<file path="config.mk">
export PLATFORM = sky130hd
export DESIGN_NAME = key_hash_slot_crc16_unit
export DESIGN_NICKNAME = d
export VERILOG_FILES = /design/src/rtl/khs_pkg.sv /design/src/rtl/key_hash_slot_crc16_unit.sv /design/src/rtl/khs_front.sv /design/src/rtl/khs_queue.sv /design/src/rtl/khs_back.sv
export SDC_FILE = /design/constraint.sdc
export NUM_CORES = 1
export LEC_CHECK = 0
export BUFFER_PORTS_ARGS = -buffer_cell sky130_fd_sc_hd__buf_2
export CAP_MARGIN = 20
export CORE_ASPECT_RATIO = 0.8
export CORE_MARGIN = 4
export CORE_UTILIZATION = 55
export CTS_BUF_LIST = sky130_fd_sc_hd__clkbuf_8
export DETAILED_ROUTE_END_ITERATION = 6
export PLACE_DENSITY = 0.71
export SLEW_MARGIN = 15
export SYNTH_ARGS = -nofsm -noshare
export SYNTH_HDL_FRONTEND = slang
export SYNTH_SLANG_ARGS = --single-unit
export TNS_END_PERCENT = 5
</file>
<file path="constraint.sdc">
create_clock -name clock -period 3.1 [get_ports clock]
set_input_delay 0.465 -clock clock [delete_from_list [all_inputs] [get_ports clock]]
set_output_delay 0.465 -clock clock [all_outputs]
set_load 0.005 [all_outputs]
</file>
<file path="src/rtl/khs_pkg.sv">
package khs_pkg;

   localparam int unsigned CrcW     = 16;
   localparam int unsigned SlotW    = 14;
   localparam int unsigned ByteW    = 8;
   localparam int unsigned QDepth   = 2;
   localparam int unsigned QPtrW    = (QDepth > 1) ? $clog2(QDepth) : 1;
   localparam int unsigned QCountW  = $clog2(QDepth + 1);

   localparam logic [CrcW-1:0]  CrcPoly    = 16'h1021;
   localparam logic [ByteW-1:0] OpenBrace  = 8'h7B;
   localparam logic [ByteW-1:0] CloseBrace = 8'h7D;

   typedef enum logic [1:0] {
      CLS_OTHER,
      CLS_OPEN,
      CLS_CLOSE
   } byte_class_type;

   typedef enum logic [2:0] {
      PH_SEARCH = 3'd0,
      PH_OPENED = 3'd1,
      PH_INSIDE = 3'd2,
      PH_TAGGED = 3'd3,
      PH_EMPTY  = 3'd4
   } tag_phase_type;

   typedef struct packed {
      logic [ByteW-1:0] key_byte;
      logic             present;
      logic             last;
      byte_class_type   cls;
   } khs_word_type;

   // queue side as seen by the front and by the back
   typedef struct packed {
      logic push;
      logic pop;
   } khs_q_ctrl_type;

   typedef struct packed {
      logic full;
      logic valid;
   } khs_q_stat_type;

   function automatic logic [CrcW-1:0] crc16_byte(input logic [CrcW-1:0]  crc,
                                                  input logic [ByteW-1:0] data);
      logic [CrcW-1:0] c;
      c = crc ^ {data, {(CrcW-ByteW){1'b0}}};
      for (int i = 0; i < ByteW; i++) begin
         c = c[CrcW-1] ? ({c[CrcW-2:0], 1'b0} ^ CrcPoly) : {c[CrcW-2:0], 1'b0};
      end
      return c;
   endfunction

endpackage

</file>
<file path="src/rtl/key_hash_slot_crc16_unit.sv">
// Key hash slot unit: CRC-16 (poly 0x1021, init 0) of a key, masked to 14 bits.
// Request channel (req_): one key byte per word; req_byte_present says the byte
// counts, req_last_byte ends the key. A word with neither is dropped.
// Response channel (rsp_): one word per key, rsp_slot and rsp_tag_used; when the
// first brace pair in the key encloses bytes, only those bytes are hashed.
// Both channels: a word moves on a clock edge with valid high and stall low.
// Throughput: one key byte per cycle, sustained while no final byte waits on
// rsp_stall; the rate is set by the single-byte CRC update in the back end.
// Path of a final word: input register, then the queue, then the result register
// that drives rsp_valid as the word leaves the queue; while the response side
// stalls, the final word waits in the queue.
// When rsp_stall holds the result, later non-final bytes still drain; the next
// final byte waits in the queue, and req_stall rises once the queue and the
// input register are full.
// Reset (synchronous) empties the queue, clears both CRCs and the brace state,
// and drops any pending response; req_stall is low afterwards.
module key_hash_slot_crc16_unit
   import khs_pkg::*;
(
   input  logic             clock,
   input  logic             reset,
   input  logic             req_valid,
   output logic             req_stall,
   input  logic [ByteW-1:0] req_key_byte,
   input  logic             req_byte_present,
   input  logic             req_last_byte,
   output logic             rsp_valid,
   input  logic             rsp_stall,
   output logic [SlotW-1:0] rsp_slot,
   output logic             rsp_tag_used
);

   khs_q_ctrl_type q_ctrl;
   khs_q_stat_type q_stat;
   khs_word_type   push_word, head_word;
   logic           q_push, q_pop;

   assign q_ctrl.push = q_push;
   assign q_ctrl.pop  = q_pop;

   khs_front u_front (
      .clock            (clock),
      .reset            (reset),
      .req_valid        (req_valid),
      .req_stall        (req_stall),
      .req_key_byte     (req_key_byte),
      .req_byte_present (req_byte_present),
      .req_last_byte    (req_last_byte),
      .q_stat           (q_stat),
      .q_push           (q_push),
      .q_word           (push_word)
   );

   khs_queue u_queue (
      .clock   (clock),
      .reset   (reset),
      .q_ctrl  (q_ctrl),
      .wr_word (push_word),
      .q_stat  (q_stat),
      .rd_word (head_word)
   );

   khs_back u_back (
      .clock        (clock),
      .reset        (reset),
      .q_stat       (q_stat),
      .q_word       (head_word),
      .q_pop        (q_pop),
      .rsp_valid    (rsp_valid),
      .rsp_stall    (rsp_stall),
      .rsp_slot     (rsp_slot),
      .rsp_tag_used (rsp_tag_used)
   );

endmodule

</file>
<file path="src/rtl/khs_front.sv">
module khs_front
   import khs_pkg::*;
(
   input  logic             clock,
   input  logic             reset,
   input  logic             req_valid,
   output logic             req_stall,
   input  logic [ByteW-1:0] req_key_byte,
   input  logic             req_byte_present,
   input  logic             req_last_byte,
   input  khs_q_stat_type   q_stat,
   output logic             q_push,
   output khs_word_type     q_word
);

   logic           front_valid_ff, front_valid_in;
   khs_word_type   front_word_ff, front_word_in;
   byte_class_type cls;

   assign req_stall = front_valid_ff & q_stat.full;
   assign q_push    = front_valid_ff & ~q_stat.full;
   assign q_word    = front_word_ff;

   always_comb begin
      priority if (req_key_byte == OpenBrace) begin
         cls = CLS_OPEN;
      end else if (req_key_byte == CloseBrace) begin
         cls = CLS_CLOSE;
      end else begin
         cls = CLS_OTHER;
      end
   end

   // idle words (no byte, no end) are taken and dropped here
   always_comb begin
      front_valid_in = front_valid_ff;
      front_word_in  = front_word_ff;
      if (!req_stall) begin
         front_valid_in         = req_valid & (req_byte_present | req_last_byte);
         front_word_in.key_byte = req_key_byte;
         front_word_in.present  = req_byte_present;
         front_word_in.last     = req_last_byte;
         front_word_in.cls      = cls;
      end
   end

   always_ff @(posedge clock) begin
      if (reset) begin
         front_valid_ff <= 1'b0;
      end else begin
         front_valid_ff <= front_valid_in;
      end
      front_word_ff <= front_word_in;
   end

endmodule

</file>
<file path="src/rtl/khs_queue.sv">
module khs_queue
   import khs_pkg::*;
(
   input  logic           clock,
   input  logic           reset,
   input  khs_q_ctrl_type q_ctrl,
   input  khs_word_type   wr_word,
   output khs_q_stat_type q_stat,
   output khs_word_type   rd_word
);

   khs_word_type       mem_ff [QDepth];
   logic [QPtrW-1:0]   wr_ptr_ff, wr_ptr_in;
   logic [QPtrW-1:0]   rd_ptr_ff, rd_ptr_in;
   logic [QCountW-1:0] count_ff, count_in;
   logic               do_push, do_pop;

   assign q_stat.full  = (count_ff == QCountW'(QDepth));
   assign q_stat.valid = (count_ff != '0);
   assign rd_word      = mem_ff[rd_ptr_ff];

   assign do_push = q_ctrl.push & ~q_stat.full;
   assign do_pop  = q_ctrl.pop & q_stat.valid;

   always_comb begin
      wr_ptr_in = wr_ptr_ff;
      rd_ptr_in = rd_ptr_ff;
      count_in  = count_ff;
      if (do_push) begin
         wr_ptr_in = (wr_ptr_ff == QPtrW'(QDepth - 1)) ? '0 : wr_ptr_ff + 1'b1;
      end
      if (do_pop) begin
         rd_ptr_in = (rd_ptr_ff == QPtrW'(QDepth - 1)) ? '0 : rd_ptr_ff + 1'b1;
      end
      priority if (do_push && !do_pop) begin
         count_in = count_ff + 1'b1;
      end else if (do_pop && !do_push) begin
         count_in = count_ff - 1'b1;
      end else begin
         count_in = count_ff;
      end
   end

   always_ff @(posedge clock) begin
      if (reset) begin
         wr_ptr_ff <= '0;
         rd_ptr_ff <= '0;
         count_ff  <= '0;
      end else begin
         wr_ptr_ff <= wr_ptr_in;
         rd_ptr_ff <= rd_ptr_in;
         count_ff  <= count_in;
      end
      if (do_push) begin
         mem_ff[wr_ptr_ff] <= wr_word;
      end
   end

endmodule

</file>
<file path="src/rtl/khs_back.sv">
module khs_back
   import khs_pkg::*;
(
   input  logic             clock,
   input  logic             reset,
   input  khs_q_stat_type   q_stat,
   input  khs_word_type     q_word,
   output logic             q_pop,
   output logic             rsp_valid,
   input  logic             rsp_stall,
   output logic [SlotW-1:0] rsp_slot,
   output logic             rsp_tag_used
);

   tag_phase_type    phase_ff, phase_in, phase_upd;
   logic [CrcW-1:0]  whole_crc_ff, whole_crc_in, whole_upd;
   logic [CrcW-1:0]  tag_crc_ff, tag_crc_in, tag_upd;
   logic             tag_feed;
   logic             rsp_valid_ff, rsp_valid_in;
   logic [SlotW-1:0] rsp_slot_ff, rsp_slot_in;
   logic             rsp_tag_used_ff, rsp_tag_used_in;
   logic             out_free, take;

   assign out_free = ~rsp_valid_ff | ~rsp_stall;
   // a word that ends no key never waits on the result side
   assign q_pop    = q_stat.valid & (~q_word.last | out_free);
   assign take     = q_pop;

   // brace tracker: next phase
   always_comb begin
      phase_upd = phase_ff;
      if (q_word.present) begin
         unique case (phase_ff)
            PH_SEARCH: begin
               if (q_word.cls == CLS_OPEN) begin
                  phase_upd = PH_OPENED;
               end
            end
            PH_OPENED: begin
               phase_upd = (q_word.cls == CLS_CLOSE) ? PH_EMPTY : PH_INSIDE;
            end
            PH_INSIDE: begin
               if (q_word.cls == CLS_CLOSE) begin
                  phase_upd = PH_TAGGED;
               end
            end
            default: begin
               phase_upd = phase_ff;
            end
         endcase
      end
   end

   // brace tracker: outputs
   always_comb begin
      unique case (phase_ff)
         PH_OPENED, PH_INSIDE: tag_feed = q_word.present & (q_word.cls != CLS_CLOSE);
         default:              tag_feed = 1'b0;
      endcase
   end

   assign whole_upd = q_word.present ? crc16_byte(whole_crc_ff, q_word.key_byte)
                                     : whole_crc_ff;
   assign tag_upd   = tag_feed ? crc16_byte(tag_crc_ff, q_word.key_byte) : tag_crc_ff;

   always_comb begin
      phase_in        = phase_ff;
      whole_crc_in    = whole_crc_ff;
      tag_crc_in      = tag_crc_ff;
      rsp_valid_in    = rsp_valid_ff & rsp_stall;
      rsp_slot_in     = rsp_slot_ff;
      rsp_tag_used_in = rsp_tag_used_ff;
      if (take) begin
         if (q_word.last) begin
            phase_in        = PH_SEARCH;
            whole_crc_in    = '0;
            tag_crc_in      = '0;
            rsp_valid_in    = 1'b1;
            rsp_tag_used_in = (phase_upd == PH_TAGGED);
            rsp_slot_in     = (phase_upd == PH_TAGGED) ? tag_upd[SlotW-1:0]
                                                       : whole_upd[SlotW-1:0];
         end else begin
            phase_in     = phase_upd;
            whole_crc_in = whole_upd;
            tag_crc_in   = tag_upd;
         end
      end
   end

   always_ff @(posedge clock) begin
      if (reset) begin
         phase_ff     <= PH_SEARCH;
         whole_crc_ff <= '0;
         tag_crc_ff   <= '0;
         rsp_valid_ff <= 1'b0;
      end else begin
         phase_ff     <= phase_in;
         whole_crc_ff <= whole_crc_in;
         tag_crc_ff   <= tag_crc_in;
         rsp_valid_ff <= rsp_valid_in;
      end
      rsp_slot_ff     <= rsp_slot_in;
      rsp_tag_used_ff <= rsp_tag_used_in;
   end

   assign rsp_valid    = rsp_valid_ff;
   assign rsp_slot     = rsp_slot_ff;
   assign rsp_tag_used = rsp_tag_used_ff;

endmodule

</file>
==> out/metrics.cfg, run 1 <==
[clock_tree]
cts_made_buffers=9
cts-resized-gates=0
cts_setup_buffers=0
holdBufCountCts=0
clockRootBuffer=clkbuf_8
cts.sinks=93
cts_tree=built
clk_pin_slew_ns=0.09
cts_buffer_depth=2
h-tree-depth=3
clock_latency_ns=0.36

[sta]
finalHoldViolations=0
fmax_ghz=0.399
post-route-period-util_pct=80.9
skew_ns=0.0106
tns_ns=0
max-slew-margin-rel_pct=35.9
tightestPinTransition_ns=0.958
rsz0062_at_grt=false
final-setup-viol-count=0
drv_slew=0
period_minus_slack_ns=2.51

[worst_setup_path]
arrival_ns=2.59
crit_path_start_kind=register
crit_type=register to register
cp_data_required_time_ns=3.19
cp-end-kind=register
worstRegToRegCells=7
reg2reg_slack_ns=0.59
r2r_end=u_back.rsp_slot[2]
crit_fanout=13

[floorplanning]
core_area_sq_um=7430
ios=31
die_h_microns=86.5
fp-row-count=28
start_util_pct=57.0
die_width_microns=106
die_area_sq_um=9180

[route]
drt-total-wl_microns=8130
viasPerCell=5.40
via_count=2696
drc_errors=0
drt_iter0_drc=200
wire_per_inst_microns=16.3
drtPass1Iterations=4
antenna_left=0

[synth]
synth_seq_cells=93
synth_cells=353
synth_top_area_share_pct=36.2
synth_fp_nets=368
yosysTopAreaCell=edfxtp_1
seq_area_frac_synth_pct=56.0
synth_cell_types=48
async_flop_share_pct=0
synth_area_per_cell_sq_um=12.0
synth.top_cells.by_area=edfxtp_1 36%, dfxtp_1 20%, mux2i_1 7.6%, xnor2_1 5.4%, xor2_1 3.9%
synth_edf_count=51
synthFlopType=edfxtp_1
netlist_area_sq_um=4240
ys_warn_count=0

[min_path]
holdPathStages=1
worstHoldPathType=input pin to register
min_from=req_key_byte[7]
hold-path-endpoint=u_front.q_word[11]

[grt]
track_usage_pct=19.2
grt_pass1_vias=2607
grt_start_max_net_pins=32
grt_pass1_wl_microns=13500
antenna_found_initial=0
gr-total-overflow=0

[final_layout]
drive_gt1_share_pct=15.7
nFillCells=616
num-nets-final=404
n_antenna_cell=0
synthToLayoutAreaGrowth_pct=11.4
layout_common_cells=51 x edfxtp_1, 42 x dfxtp_1, 32 x mux2i_1
final_common_cell=edfxtp_1
fin_util_pct=63.5

[power_and_ir_drop]
p_leak_nw=1.81
pwr_density_cell_nw_per_um2=837
ir_drop_v=0.000385

[run_status]
outcome=complete, no violations

[placement]
port_buffers=30
gp_congestion=0.829
dpl.hpwl_microns=5860

[job]
max-cap-violations=0

-- sequential cells by signal (all words and copies together), names as in the netlist, named ones only --
name and cells:
u_queue.rd_ptr_ff 1, u_back.rsp_slot 14, u_back.rsp_tag_used 1, u_front.q_word 12, u_back.rsp_valid 1, u_back.tag_crc_ff 16
u_back.whole_crc_ff 16, u_back.phase_ff 3, u_queue.wr_ptr_ff 1, u_front.front_valid_ff 1, u_queue.mem_ff 24, u_queue.count_ff 2
-- critical path: stages (launching register included) --
cell     delay [ns]
dfxtp_1        0.36
buf_4          0.22
or3b_2         0.51
a21oi_1        0.25
o21ai_0        0.12
buf_4          0.19
inv_1          0.42
mux2i_1        0.17
-- area by class of cell --
type / count / area, sq um / area share [%]
Tap cell: 105 / 131 / 2.78
Clock inverter: 7 / 91.3 / 1.94
Inverter: 8 / 30.0 / 0.636
Sequential cell: 93 / 2370 / 50.3
Timing Repair Buffer: 38 / 210 / 4.46
Clock buffer: 9 / 124 / 2.63
Multi-Input combinational cell: 239 / 1760 / 37.3
-- synth_stat cells, drive strengths merged, types with 4 or more instances --
master  number
clkbuf       6
nand3b       7
buf          7
a21oi       11
a22oi        8
nand2       25
xnor2       31
nor3         4
mux2i       34
or3          6
inv          8
o21ai       25
xor2        19
nor2        26
a31oi        4
edfxtp      51
dfxtp       42
-- report_power, final --
group	switching, W	total [W]	internal (W)
clock	0.000414	0.000865	0.000451
sequential	0.000103	0.00163	0.00153
combinational	0.000807	0.00146	0.000649
-- through the flow --
step / instance area, sq um / hold slack, ns / setup slack, ns / total power [W] / instances
2_1_floorplan: 4240 / 0.421 / 0.570 / 0.00276 / 353
3_3_place_gp: 4500 / 0.424 / 0.640 / 0.00308 / 482
3_5_place_dp: 4500 / 0.430 / 0.652 / 0.00310 / 482
4_1_cts: 4710 / 0.277 / 0.589 / 0.00397 / 498
5_1_grt: 4720 / 0.265 / 0.499 / 0.00419 / 499
6_report: 4720 / 0.291 / 0.593 / 0.00395 / 499
-- how the worst max path moves through the flow --
stage,startpoint,endpoint,slack [ns],depth (start not counted)
2_1_floorplan,register,u_back.rsp_slot[0],0.57,5
3_3_place_gp,register,u_back.tag_crc_ff[10],0.64,6
3_5_place_dp,register,u_back.rsp_slot[2],0.65,7
4_1_cts,register,u_back.tag_crc_ff[2],0.59,6
5_1_grt,register,u_back.rsp_slot[2],0.50,7
6_report,register,u_back.rsp_slot[2],0.59,7
-- cells by family after synthesis --
| group | after synthesis | synth area share [%] |
|---|---|---|
| buffers and inverters | 21 | 2.45 |
| and+or+nand+nor | 83 | 9.54 |
| muxes | 36 | 8.95 |
| AOI/OAI and AO/OA | 66 | 9.93 |
| DFF | 93 | 56.0 |
| xor gates and xnor gates | 53 | 12.8 |
| adders and majority gates | 1 | 0.295 |
-- layer usage --
layer	global-route usage [%]	routed length [microns]	share of wire (%)
met1	26.4	3830	47
met2	29.9	3750	46
met3	4.91	479	5.9
met4	6.24	72	0.89
met5	0	0	0
No activity file was read; power rests on OpenSTA's default activity.
==> run 2, diff against run 1 <==
--- a/config.mk
+++ b/config.mk
@@ -12,7 +12,7 @@
 export CORE_UTILIZATION = 55
 export CTS_BUF_LIST = sky130_fd_sc_hd__clkbuf_8
 export DETAILED_ROUTE_END_ITERATION = 6
-export PLACE_DENSITY = 0.71
+export PLACE_DENSITY = 0.74
 export SLEW_MARGIN = 15
 export SYNTH_ARGS = -nofsm -noshare
 export SYNTH_HDL_FRONTEND = slang
==> constraint.sdc (replaced) <==
create_clock -name clock -period 2.2 [get_ports clock]
set_input_delay 0.33 -clock clock [delete_from_list [all_inputs] [get_ports clock]]
set_output_delay 0.33 -clock clock [all_outputs]
set_load 0.005 [all_outputs]
==> run 2 against run 1 <==
Cell count rose by 6.2%. Clock power up 41%. Critical path depth shrank 1. Core utilization grew 4.5 points. Count of clock-buffer cells in the layout stayed put. Critical path type unchanged. Global-route usage decreased by 0.24 points.
==> out/metrics.cfg, run 2 (same netlist as run 1, synthesis figures left out) <==
[job]
max-cap-violations=0  ; unchanged

[sta]
tightestPinTransition_ns=0.630  ; was 0.958 ns
drv_slew=0  ; unchanged
finalHoldViolations=0  ; unchanged
period_minus_slack_ns=2.10  ; was 2.51 ns
skew_ns=0.00973  ; was 0.0106 ns
max-slew-margin-rel_pct=58.0  ; was 35.9%
post-route-period-util_pct=95.6  ; was 80.9%
fmax_ghz=0.476  ; was 0.399 GHz
final-setup-viol-count=0  ; unchanged
tns_ns=0  ; unchanged

[placement]
dpl.hpwl_microns=6100  ; was 5860 microns
port_buffers=30  ; unchanged
placedCellCount=514  ; was 482
placed_cell_area_sq_um=4780  ; was 4500 sq um
gp_congestion=0.826  ; was 0.829

[worst_setup_path]
crit_type=register to register  ; unchanged
arrival_ns=2.40  ; was 2.59 ns
worstRegToRegCells=6  ; was 7
r2r-start=u_back.phase_ff[1]
r2r_end=u_back.tag_crc_ff[12]  ; was u_back.rsp_slot[2]
reg2reg_slack_ns=0.1  ; was 0.59 ns
crit_fanout=10  ; was 13
crit_path_start=u_back.phase_ff[1]
cp_data_required_time_ns=2.49  ; was 3.19 ns
crit_path_start_kind=register  ; unchanged
cp-end-kind=register  ; unchanged

[floorplanning]
die_area_sq_um=9180  ; unchanged
core_area_sq_um=7430  ; unchanged
die_h_microns=86.5  ; unchanged
die_width_microns=106  ; unchanged
start_util_pct=57.0  ; unchanged
ios=31  ; unchanged
fp-row-count=28  ; unchanged

[final_layout]
multiInputGateArea_sq_um=1830  ; was 1760 sq um
synthToLayoutAreaGrowth_pct=19.4  ; was 11.4%
largest_reg_flops=24  ; unchanged
n_antenna_cell=0  ; unchanged
seqCellArea_sq_um=2370  ; about the same
final_cell_area_sq_um=5060  ; was 4720 sq um
nFillCells=588  ; was 616
largest-register=u_queue.mem_ff  ; unchanged
layout_common_cells=51 x edfxtp_1, 41 x dfxtp_1, 36 x buf_4  ; was 51 x edfxtp_1, 42 x dfxtp_1, 32 x mux2i_1
num-nets-final=435  ; was 404
drive_gt1_share_pct=23.8  ; was 15.7%
final_common_cell=edfxtp_1  ; unchanged
largestRegisters=u_queue.mem_ff (24), u_back.tag_crc_ff (16), u_back.whole_crc_ff (16)  ; unchanged
final_cells=530  ; was 499

[min_path]
worstHoldPathType=input pin to register  ; unchanged
holdPathStages=1  ; unchanged
hold-path-endpoint=u_front.q_word[4]  ; was u_front.q_word[11]
min_from=req_key_byte[0]  ; was req_key_byte[7]

[clock_tree]
cts_tree=built  ; unchanged
clockRootBuffer=clkbuf_8  ; unchanged
clock_latency_ns=0.36  ; about the same
h-tree-depth=3  ; unchanged
cts_made_buffers=9  ; unchanged
cts.sinks=93  ; unchanged
clk_pin_slew_ns=0.09  ; about the same
holdBufCountCts=0  ; unchanged
cts_buffer_depth=2  ; unchanged

[run_status]
outcome=complete, no violations  ; unchanged

[route]
drtPass1Iterations=5  ; was 4
drt-total-wl_microns=8130  ; about the same
drc_errors=0  ; unchanged
viasPerCell=5.31  ; was 5.40
wire_per_inst_microns=15.3  ; was 16.3 microns
drt_iter0_drc=180  ; was 200
antenna_left=0  ; unchanged
via_count=2816  ; was 2696

[grt]
grt_start_max_net_pins=24  ; was 32
track_usage_pct=18.9  ; was 19.2%
grt_pass1_wl_microns=13500  ; about the same
grt_pass1_vias=2695  ; was 2607
gr-total-overflow=0  ; unchanged
antenna_found_initial=0  ; unchanged

[power_and_ir_drop]
pwr_density_cell_nw_per_um2=1180  ; was 837 nW/um^2
ir_drop_v=0.000619  ; was 0.000385 V
p_leak_nw=2.00  ; was 1.81 nW

[run 2: changes by cell type in the layout (fill, tap and decap cells not counted), sizes merged]
cell	before	now
buf	37	69
clkinv	1	0
inv	10	11
clkbuf	10	9
[run 2: what timing repair did]
action,CTS,global route
setup buffers,0,0
endpoints found under the setup margin,16,28
endpoints found under the hold margin,0,0
gates resized for setup,3,6
pin swaps,0,1
cloned,0,0
[run 2: worst max-delay path, stage by stage (launching register included)]
cell,delay [ns]
dfxtp_1,0.41
xor2_2,0.23
nand3_1,0.17
or3_1,0.38
buf_12,0.17
or4_1,0.53
a21oi_1,0.15
[run 2: worst max path at each step]
stage	end	slack (ns)	cells past startpoint
final	u_back.tag_crc_ff[12]	0.1	6
after global routing	u_back.tag_crc_ff[12]	-0.02	6
after CTS	u_back.tag_crc_ff[15]	0.008	5
after detailed placement	u_back.tag_crc_ff[8]	-0.12	5
after global placement	u_back.tag_crc_ff[2]	0.008	5
after floorplan	u_queue.count_ff[1]	0.05	7
[run 2: power breakdown]
group / internal [W] / switching, W
logic: 0.00124 / 0.00123
clock network: 0.000636 / 0.000584
registers: 0.00215 / 0.000130
[run 2: stage by stage]
step                hold slack [ns]  utilization [%]  total power (W)  setup WS [ns]
floorplan                     0.421                -          0.00390         0.0500
global placement              0.424             64.4          0.00467        0.00781
detailed placement            0.432             64.4          0.00473         -0.120
CTS                           0.148             67.6          0.00598        0.00796
global route                  0.137             68.1          0.00633        -0.0164
finish                        0.164             68.1          0.00598         0.0974
[run 2: routing by layer]
layer | global-route usage [%] | vias to the layer above | routed length (microns)
li1 | - | 1416 | -
met1 | 25.5 | 1309 | 3710
met2 | 31.1 | 81 | 3860
met3 | 4.17 | 10 | 484
met4 | 5.53 | 0 | 78
met5 | 0 | - | 0
[run 2: cell type report]
cell class / count / area share (%)
inverters: 8 / 0.594
flip-flops and latches: 93 / 46.9
clock inverters: 7 / 1.81
multi-input cells: 239 / 36.1
repair buffers: 69 / 9.50
well taps: 105 / 2.60
clock buffers: 9 / 2.45
==> run 3, diff against run 2 <==
--- a/config.mk
+++ b/config.mk
@@ -8,7 +8,6 @@
 export BUFFER_PORTS_ARGS = -buffer_cell sky130_fd_sc_hd__buf_2
 export CAP_MARGIN = 20
 export CORE_ASPECT_RATIO = 0.8
-export CORE_MARGIN = 4
 export CORE_UTILIZATION = 55
 export CTS_BUF_LIST = sky130_fd_sc_hd__clkbuf_8
 export DETAILED_ROUTE_END_ITERATION = 6
==> run 3 against run 2 <==
Critical path depth stayed put. Maximum frequency is 2.0% lower. Core utilization is 0.47 points lower. Count of clock-buffer cells in the layout stayed put. Combinational power hardly changed. Hold slack worse by 0.013 ns. Largest cell class unchanged. Largest power group unchanged.
==> out/metrics.cfg, run 3 (same netlist as run 1, synthesis figures left out) <==
[worst_setup_path]
max_stage_delay_ns=0.50  ; was 0.53 ns
crit_path_end=u_back.rsp_slot[2]  ; was u_back.tag_crc_ff[12]
worstRegToRegCells=6  ; unchanged
cp-end-kind=register  ; unchanged
r2r_end=u_back.rsp_slot[2]  ; was u_back.tag_crc_ff[12]
crit_type=register to register  ; unchanged
cpLargestDelayFamily=simple AND/OR/NAND/NOR gates  ; unchanged
crit_path_start=u_queue.mem_ff[0][0]  ; was u_back.phase_ff[1]
r2r-start=u_queue.mem_ff[0][0]  ; was u_back.phase_ff[1]
crit_path_start_kind=register  ; unchanged
worst-path-stages=6  ; unchanged
cp_data_required_time_ns=2.30  ; was 2.49 ns
arrival_ns=2.25  ; was 2.40 ns
reg2reg_slack_ns=0.05  ; was 0.1 ns
crit_fanout=10  ; unchanged
crit_buf_inv=1  ; unchanged
path_common_cell=mux2i_1
crit_path_top_delay_cell=or3b_2  ; was or4_1
path_cells=or3b_2 > nand3_1 > or3_1 > buf_12 > mux2i_1 > mux2i_1  ; was xor2_2 > nand3_1 > or3_1 > buf_12 > or4_1 > a21oi_1

[grt]
grt_pass1_vias=2667  ; was 2695
antenna_found_initial=0  ; unchanged
grt_start_max_net_pins=31  ; was 24
track_usage_pct=22.2  ; was 18.9%
gr-total-overflow=0  ; unchanged
grt_pass1_wl_microns=13300  ; was 13500 microns

[power_and_ir_drop]
internal-power_w=0.00401  ; was 0.00403 W
seqPwrFrac_pct=38.2  ; about the same
p_sw_w=0.00199  ; was 0.00195 W
ir_drop_v=0.000592  ; was 0.000619 V
clkPwrFrac_pct=20.9  ; was 20.4%
total_power_w=0.00600  ; was 0.00598 W
pwr-share-comb_pct=40.9  ; was 41.4%
p_sw_share_pct=33.2  ; was 32.5%
p_leak_nw=1.97  ; was 2.00 nW
pwr_density_cell_nw_per_um2=1190  ; was 1180 nW/um^2

[final_layout]
largest-register=u_queue.mem_ff  ; unchanged
drive_gt1_share_pct=23.8  ; about the same
layout_common_cells=51 x edfxtp_1, 40 x dfxtp_1, 31 x mux2i_1, 31 x buf_4, 30 x buf_2  ; was 51 x edfxtp_1, 41 x dfxtp_1, 36 x buf_4
final_common_cell=edfxtp_1  ; unchanged
n_antenna_cell=0  ; unchanged
nFillCells=599  ; was 588
synthToLayoutAreaGrowth_pct=18.6  ; was 19.4%
largestRegisters=u_queue.mem_ff (24), u_back.tag_crc_ff (16), u_back.whole_crc_ff (16)  ; unchanged
fin_util_pct=67.6  ; was 68.1%
largest_reg_flops=24  ; unchanged
num-nets-final=431  ; was 435
final_cell_area_sq_um=5020  ; was 5060 sq um

[floorplanning]
ios=31  ; unchanged
fp-row-count=28  ; unchanged
die_area_sq_um=8060  ; was 9180 sq um
die_h_microns=80.5  ; was 86.5 microns
start_util_pct=57.0  ; unchanged
core_area_sq_um=7430  ; unchanged
die_width_microns=100  ; was 106 microns

[clock_tree]
cts_tree=built  ; unchanged
cts_buffer_depth=2  ; unchanged
clockRootBuffer=clkbuf_8  ; unchanged
cts_made_buffers=9  ; unchanged
clk_pin_slew_ns=0.09  ; about the same
clock_latency_ns=0.36  ; about the same
h-tree-depth=3  ; unchanged
cts_setup_buffers=0  ; unchanged
cts.sinks=93  ; unchanged

[route]
dr_wl_met2_microns=3990  ; was 3860 microns
antenna_left=0  ; unchanged
drc_errors=0  ; unchanged
top_layer=met4  ; unchanged
viasPerCell=5.44  ; was 5.31
via_count=2863  ; was 2816
drt_iter0_drc=194  ; was 180
drtPass1Iterations=4  ; was 5
wl_met3_microns=412  ; was 484 microns
wire_per_inst_microns=15.8  ; was 15.3 microns
drt-total-wl_microns=8330  ; was 8130 microns
wl_met1_microns=3860  ; was 3710 microns

[job]
max-cap-violations=0  ; unchanged

[sta]
rsz0062_at_grt=true
final-setup-viol-count=0  ; unchanged
tightestPinTransition_ns=0.702  ; was 0.630 ns
max-slew-margin-rel_pct=53.0  ; was 58.0%
drv_slew=0  ; unchanged
fmax_ghz=0.466  ; was 0.476 GHz
post-route-period-util_pct=97.5  ; was 95.6%
finalHoldViolations=0  ; unchanged
skew_ns=0.0105  ; was 0.00973 ns
period_minus_slack_ns=2.15  ; was 2.10 ns

[placement]
dpl.hpwl_microns=6020  ; was 6100 microns
port_buffers=30  ; unchanged
gp_congestion=0.813  ; was 0.826
placed_cell_area_sq_um=4750  ; was 4780 sq um

[run_status]
outcome=complete, no violations  ; unchanged

[min_path]
worstHoldPathType=input pin to register  ; unchanged

-- run 3: layout make-up --
| cell class | instances | area [sq um] | area share, % |
|---|---|---|---|
| clock inverters | 7 | 97.6 | 1.94 |
| multi-input cells | 239 | 1810 | 36.0 |
| repair buffers | 65 | 454 | 9.05 |
| well taps | 105 | 131 | 2.62 |
| flip-flops and latches | 93 | 2380 | 47.3 |
| inverters | 8 | 30.0 | 0.598 |
| clock buffers | 9 | 124 | 2.47 |
-- run 3: stage by stage --
step                      TNS (ns)  hold slack (ns)  instances  setup slack, ns
after global routing       -0.0263            0.130        526          -0.0198
after floorplan                  0            0.421        353           0.0500
after CTS                        0            0.138        526           0.0268
final                            0            0.150        526           0.0541
after global placement     -0.0836            0.423        510          -0.0192
after detailed placement     -1.89            0.431        510           -0.168
-- run 3: worst min-delay path by stage --
stage / to / depth (start not counted) / start / slack [ns]
4_1_cts: u_front.q_word[2] / 1 / req_last_byte / 0.14
2_1_floorplan: u_queue.mem_ff[0][0] / 0 / u_front.q_word[0] / 0.42
5_1_grt: u_front.q_word[2] / 1 / req_last_byte / 0.13
3_3_place_gp: u_queue.mem_ff[0][4] / 0 / u_front.q_word[4] / 0.42
6_report: u_front.q_word[11] / 1 / req_key_byte[7] / 0.15
3_5_place_dp: u_queue.mem_ff[1][11] / 0 / u_front.q_word[11] / 0.43
-- run 3: repair_timing --
action	CTS	global route
pin swaps	0	0
hold buffers	0	0
resized for setup	3	8
hold endpoints to repair	0	0
endpoints found under the setup margin	16	27
-- run 3: power by group through the flow --
stage / sequential (W) / combinational (W) / clock [W]
finish: 0.00229 / 0.00245 / 0.00126
global route: 0.00232 / 0.00265 / 0.00134
CTS: 0.00228 / 0.00242 / 0.00129
detailed placement: 0.00232 / 0.00239 / 0
global placement: 0.00231 / 0.00233 / 0
floorplan: 0.00231 / 0.00159 / 0
-- run 3: layer usage --
layer	vias to the layer above	GRT usage [%]
li1	1406	-
met1	1383	29.8
met2	67	35.9
met3	7	6.27
met4	0	5.36
met5	-	0
